[src/rtl/sdpf_pkg.sv]
`timescale 1ns / 1ps

package sdpf_pkg;

  // Field and register widths.
  localparam int POS_W   = 32;
  localparam int OUT_W   = 48;
  localparam int IDX_W   = 3;

  // Pipeline depths of the arithmetic units.
  localparam int SQRT_STEPS = 32;
  localparam int DIV_STEPS  = 80;
  localparam int QMUL_LAT   = 2;

  // Divider operand widths.
  localparam int NUM_W = 80;
  localparam int DEN_W = 64;

  // Powers of the inverse distance, Q.30 with a cap at 2^50.
  localparam int POW_W = 51;
  localparam logic [POW_W-1:0] POW_CAP = POW_W'(1) << 50;

  // Largest positive result magnitude, 2^47 - 1.
  localparam logic [46:0] MAX47 = '1;

  // Polynomial coefficients: 0.625201 in Q0.32 and 1.4 in Q1.31.
  localparam logic [31:0] K_CUBE_Q32 = 32'd2685217848;
  localparam logic [31:0] K_LIN_Q31  = 32'd3006477107;

  // Register indices.
  localparam logic [IDX_W-1:0] REG_BOX_LENGTH    = 3'd0;
  localparam logic [IDX_W-1:0] REG_POTENTIAL     = 3'd1;
  localparam logic [IDX_W-1:0] REG_DIAM_SMALL    = 3'd2;
  localparam logic [IDX_W-1:0] REG_DIAM_MIXED    = 3'd3;
  localparam logic [IDX_W-1:0] REG_DIAM_LARGE    = 3'd4;

  // Register reset values.
  localparam logic [31:0] BOX_LENGTH_RST = 32'd2174837221;
  localparam logic [31:0] DIAM_SMALL_RST = 32'd92973830;
  localparam logic [31:0] DIAM_MIXED_RST = 32'd111568596;
  localparam logic [31:0] DIAM_LARGE_RST = 32'd130163362;

  // One stage of the restoring divider.
  typedef struct packed {
    logic [DEN_W-1:0] rem;
    logic [NUM_W-1:0] nq;
    logic [DEN_W-1:0] den;
  } div_st_t;

  // One stage of the digit-by-digit square root.
  typedef struct packed {
    logic [33:0] rem;
    logic [31:0] root;
    logic [63:0] xs;
  } root_st_t;

  // Bring down one numerator bit and subtract where the divisor fits.
  function automatic div_st_t div_step(input div_st_t s);
    logic [DEN_W:0] trial;
    logic           ge;
    div_st_t        o;
    trial = {s.rem, s.nq[NUM_W-1]};
    ge    = (trial >= {1'b0, s.den});
    o.den = s.den;
    o.rem = ge ? DEN_W'(trial - {1'b0, s.den}) : trial[DEN_W-1:0];
    o.nq  = {s.nq[NUM_W-2:0], ge};
    return o;
  endfunction

  // Bring down two radicand bits and settle one root bit.
  function automatic root_st_t root_step(input root_st_t s);
    logic [35:0] trial;
    logic [35:0] cand;
    logic        ge;
    root_st_t    o;
    trial  = {s.rem, s.xs[63:62]};
    cand   = {2'b00, s.root, 2'b01};
    ge     = (trial >= cand);
    o.rem  = ge ? 34'(trial - cand) : trial[33:0];
    o.root = {s.root[30:0], ge};
    o.xs   = {s.xs[61:0], 2'b00};
    return o;
  endfunction

  // Clamp a non-negative value to the positive output range.
  function automatic logic [46:0] sat47(input logic [NUM_W-1:0] x);
    return (x > NUM_W'(MAX47)) ? MAX47 : x[46:0];
  endfunction

endpackage

[src/rtl/sdpf_sqrt.sv]
`timescale 1ns / 1ps

// Pipelined integer square root, one root bit per stage.
module sdpf_sqrt import sdpf_pkg::*; (
  input  logic        clk,
  input  logic        en,
  input  logic [63:0] radicand,
  output logic [31:0] root
);

  root_st_t st [SQRT_STEPS];
  root_st_t seed;

  assign seed = '{rem: '0, root: '0, xs: radicand};

  // Each stage works on the word that the stage before it held.
  always_ff @(posedge clk) begin
    if (en) begin
      st[0] <= root_step(seed);
      for (int i = 1; i < SQRT_STEPS; i++) begin
        st[i] <= root_step(st[i-1]);
      end
    end
  end

  assign root = st[SQRT_STEPS-1].root;

endmodule

[config.mk]
export PLATFORM = sky130hd
export DESIGN_NAME = sdpf_sqrt
export DESIGN_NICKNAME = d
export VERILOG_FILES = /design/src/rtl/sdpf_pkg.sv /design/src/rtl/sdpf_sqrt.sv
export SDC_FILE = /design/constraint.sdc
export NUM_CORES = 2
export LEC_CHECK = 0
export BUFFER_PORTS_ARGS = -buffer_cell sky130_fd_sc_hd__buf_2
export CAP_MARGIN = 15
export CORE_MARGIN = 1
export CORE_UTILIZATION = 45
export CTS_CLUSTER_DIAMETER = 30
export DETAILED_ROUTE_END_ITERATION = 16
export HOLD_SLACK_MARGIN = 0.1
export PLACE_DENSITY = 0.57
export SLEW_MARGIN = 20
export SYNTH_ARGS = -nofsm -noshare
export SYNTH_HDL_FRONTEND = slang
export SYNTH_MEMORY_MAX_BITS = 65536
export SYNTH_SLANG_ARGS = --single-unit
[constraint.sdc]
create_clock -name clk -period 10.4 [get_ports clk]
set_input_delay 0 -clock clk [delete_from_list [all_inputs] [get_ports clk]]
set_output_delay 0 -clock clk [all_outputs]
set_load 0.02 [all_outputs]
# == Word level (Yosys, flattened, before mapping) ==
# Memory sizes are Yosys's and may differ from the RTL's.
# Cells that the tools add are included.
# classes
order_cmp,32
muxes,34
n_addsub,32
# op_table
op,n
$ge 36x34->1,31
$mux 34,32
$sub 34x34->34,31
$sub 2x1->3 const B,1
$ge 2x1->1 const B,1
$mux 1,2
# totals
reg_bits,0
n_memories,1
ram_bits,4096
wordCells,99
# memory_table
memory,depth,width,rd,rd_clocked_by_memory_dff,wr,line_no,text
st,32,128,32,0,32,sdpf_sqrt.sv:11,root_st_t st [SQRT_STEPS];

# == Depth between registers and ports, before layout ==
# An unclocked memory read counts as a cell.
# logic_depth
depth_word,3
depth_mapped,14

# == Least setup slack after synthesis ==
# Ideal clock, no wire load.
# synth_path
path_type,register to register
from,memory st[12][222] (netlist bit)
to,"memory st[13][110] (netlist bit), data pin"
synth_period_minus_slack_ns,3.364
path_buffers,2
arrival_time_ns,3.104
path_stages_with_launch,12
setup_time_ns,0.260
slack_ns,7.036
required_ns,10.140
cell_sequence,edfxtp_1 -> ha_1 -> nor2b_1 -> o31a_1 -> o311a_1 -> nor3_1 -> nor2_1 -> a311oi_1 -> o21a_1 -> clkbuf_1 -> buf_2 -> mux2_2
# synth_lines
item,line_no
from (decl),sdpf_sqrt.sv:11

==> results_dict.tcl <==
set metrics [dict create \
    areaGrowthSynthToFinish_pct 20.74 \
    drive_above_1_share 0.1166 \
    ys_warn_count 0 \
    slew_headroom 0.1967 \
    clock-sinks 2523 \
    synth_seq_area_share 0.6445 \
    start_util 0.4527 \
    core_area_um2 259700 \
    worstPathRequired_ns 11.07 \
    grt_usage 0.1852 \
    hpwl_um 172100 \
    ys_top_cells_by_area "edfxtp_1 64%, ha_1 6.0%, xnor2_1 3.2%" \
    post_synth_num_cell_types 101 \
    post_cts_buffers 0 \
    fp.dieH_um 513.1 \
    num_vias 71280 \
    fin_ws_ns 6.093 \
    vdd_drop_max_mv 0.2313 \
    crit_path_end_kind "flip-flop" \
    synthMuxAreaShare 0.009323 \
    htreeDepth 6 \
    path_class "reg -> reg" \
    syn_nets 9660 \
    power.density_nw_per_um2 259.1 \
    antenna_found_initial 4 \
    clk_path_buf_depth 4 \
    design_area_um2 141900 \
    finalSetupViolCount 0 \
    n_fill_cell 21240 \
    synth_top_area_frac 0.6445 \
    place_congestion 0.8797 \
    fmax_mhz 232.2 \
    postSynthAreaPerCell_um2 13.02 \
    async_flop_share 0 \
    antenna_left 0 \
    rr_worst_depth 10 \
    maxCapViolCount 0 \
    finalSetupTns_ns 0 \
    grt_max_degree 189 \
    grt_pass1_wl_um 388700 \
    yosys_register_bits 2523 \
    min_from "radicand[15]" \
    grt_pass1_vias 71900 \
    top_register "st" \
    fp-row-count 187 \
    syn-cell-area_um2 117600 \
    ios 98 \
    hold_violations 0 \
    grt_overflow 0 \
    tightest_slew_ns 1.205 \
    rr_startpoint "st[9][222]" \
    min_period_over_period 0.4141 \
    clkSlewWorstSetupHoldPaths_ns 0.05 \
    worst_clock_skew_ns 0.05694 \
    synthCells 9032 \
    hold_path_depth 3 \
    cp_max_fo 24 \
    holdCritPathClass "in -> reg" \
    synth_compound_area_frac 0.09597 \
    fin_crit_ns 4.307 \
    cts_tree "built" \
    cts_made_buffers 541 \
    rr_endpoint "st[10][111]" \
    synth_top_family_by_area "simple AND/OR/NAND/NOR gates" \
    synth_area_leader_cell "edfxtp_1" \
    hold_end "st[0][15]" \
    insertion_delay_ns 0.97 \
    remaining_drc_errors 0 \
    r2r_slack_ns 6.09 \
    yosys.area_share.simple 0.09689 \
    synth_xor_area_frac 0.06318 \
    synth_top_flop_cell "edfxtp_1" \
    fp.dieArea_um2 263300 \
    first_pass_iters 5 \
    synth-edff-count 2523 \
    holdWs_ns 0.2702 \
    avgRoutedWirePerCell_um 18.29 \
    dp_worst_setup_slack_ns 6.057 \
    synthAdderAreaFrac 0.05981 \
    drt-initial-drc-count 4554 \
    top_regs "st x2523" \
    port_buffers 97 \
    worstSetupStartpointType "flip-flop" \
    wl_um 246800 \
    maxSlewViolCount 0 \
    cts_root_buf "clkbuf_16" \
    nets 10270 \
    largest_reg_flops 2523 \
    die_w_um 513.1 \
    arrival_ns 4.97 \
    place_area_um2 121900 \
    outcome "completed" \
    leakage_uw 0.05487 \
    vias_per_cell 5.284 \
    rsz0062_at_grt "no" \
]
## synth_stat cells (51+ instances only)
cell      number
xor2_1       424
nor2_1       523
nand2b_1     101
a31oi_1       53
a21oi_1      557
or4_1         59
nor2b_1       79
nor3_1       223
nand4_1       90
nand3_1      137
a21o_1       256
o21a_1        88
clkbuf_1     131
nand2_1      607
o21ai_0      473
inv_1        698
a211oi_1      51
nor4_1       125
o31ai_1       55
and3_1        62
ha_1         562
edfxtp_1    2523
or3_1         83
mux2_2        84
xnor2_1      424
## worst max-delay path by stage
stage                            from          end  cells after the start
after global routing       st[9][222]  st[10][111]                     10
after floorplan           st[12][222]  st[13][110]                     11
after detailed placement    st[7][62]   st[7][247]                     11
after global placement    st[13][222]   st[14][98]                      9
after CTS                   st[7][94]   st[7][247]                     10
final                      st[9][222]  st[10][111]                     10
## metrics by stage
stage	cells	power, µW	utilization
floorplan	9032	17880	-
global placement	12370	19720	0.4694
detailed placement	12370	19780	0.4695
CTS	13490	37160	0.5463
global route	13490	38470	0.5466
finish	13490	36770	0.5466
## power breakdown
part / switching (µW) / total [µW] / internal, µW
Combinational: 3430 / 5900 / 2470
Clock: 5730 / 17100 / 11300
Sequential: 882 / 13800 / 12900
Total: 10000 / 36800 / 26700
## layer usage
layer  track usage  vias up  routed length [µm]
met5             0        -                   0
met4       0.08248        0                9389
met3       0.02895      544                9265
met2        0.3204     1543              122600
met1        0.2281    34250              105500
li1              -    34950                   -
## repair_timing
action / in CTS / in global routing
hold buffers: 132 / 0
hold endpoints to repair: 905 / 0
resized for setup: 0 / 0
## worst max-delay path, stage by stage, from the launching register on
cell and delay [ns]:
edfxtp_1 0.39, ha_1 0.36, nor2b_1 0.21, o31a_1 0.20, o31a_1 0.21, a31oi_1 0.17
o31ai_1 0.43, o21ai_0 0.37, o31ai_4 0.88, buf_4 0.42, mux2_2 0.37
## cells in the final DEF (no fill, tap or decap), types with 132 or more instances in the layout
| cell type | n |
|---|---|
| xor2_1 | 424 |
| inv_1 | 697 |
| nand2_1 | 607 |
| clkbuf_16 | 543 |
| o21ai_0 | 472 |
| nor2_1 | 520 |
| a21oi_1 | 554 |
| xnor2_1 | 424 |
| ha_1 | 562 |
| edfxtp_1 | 2523 |
| a21o_1 | 256 |
| nor3_1 | 221 |
| nand3_1 | 137 |
| dlygate4sd3_1 | 132 |
## cells by family after synthesis
kind of cell,after synthesis
DFF,2523
and+or+nand+nor,2277
AOI/OAI and AO/OA,1819
buffers and inverters,903
xor gates and xnor gates,848
adders and majority gates,562
muxes,99
other,1
## cell type report
cell class / instances / area (µm²) / share of cell area
Sequential cell: 2523 / 75760 / 0.5337
Tap cell: 3402 / 4257 / 0.02999
Timing Repair Buffer: 268 / 2330 / 0.01641
Clock buffer: 597 / 13790 / 0.09715
Inverter: 703 / 2639 / 0.01859
Antenna cell: 2 / 5.005 / 0.00003526
Clock inverter: 390 / 4833 / 0.03405
Multi-Input combinational cell: 5606 / 38330 / 0.2700
Power figures use the tool's default switching activity.
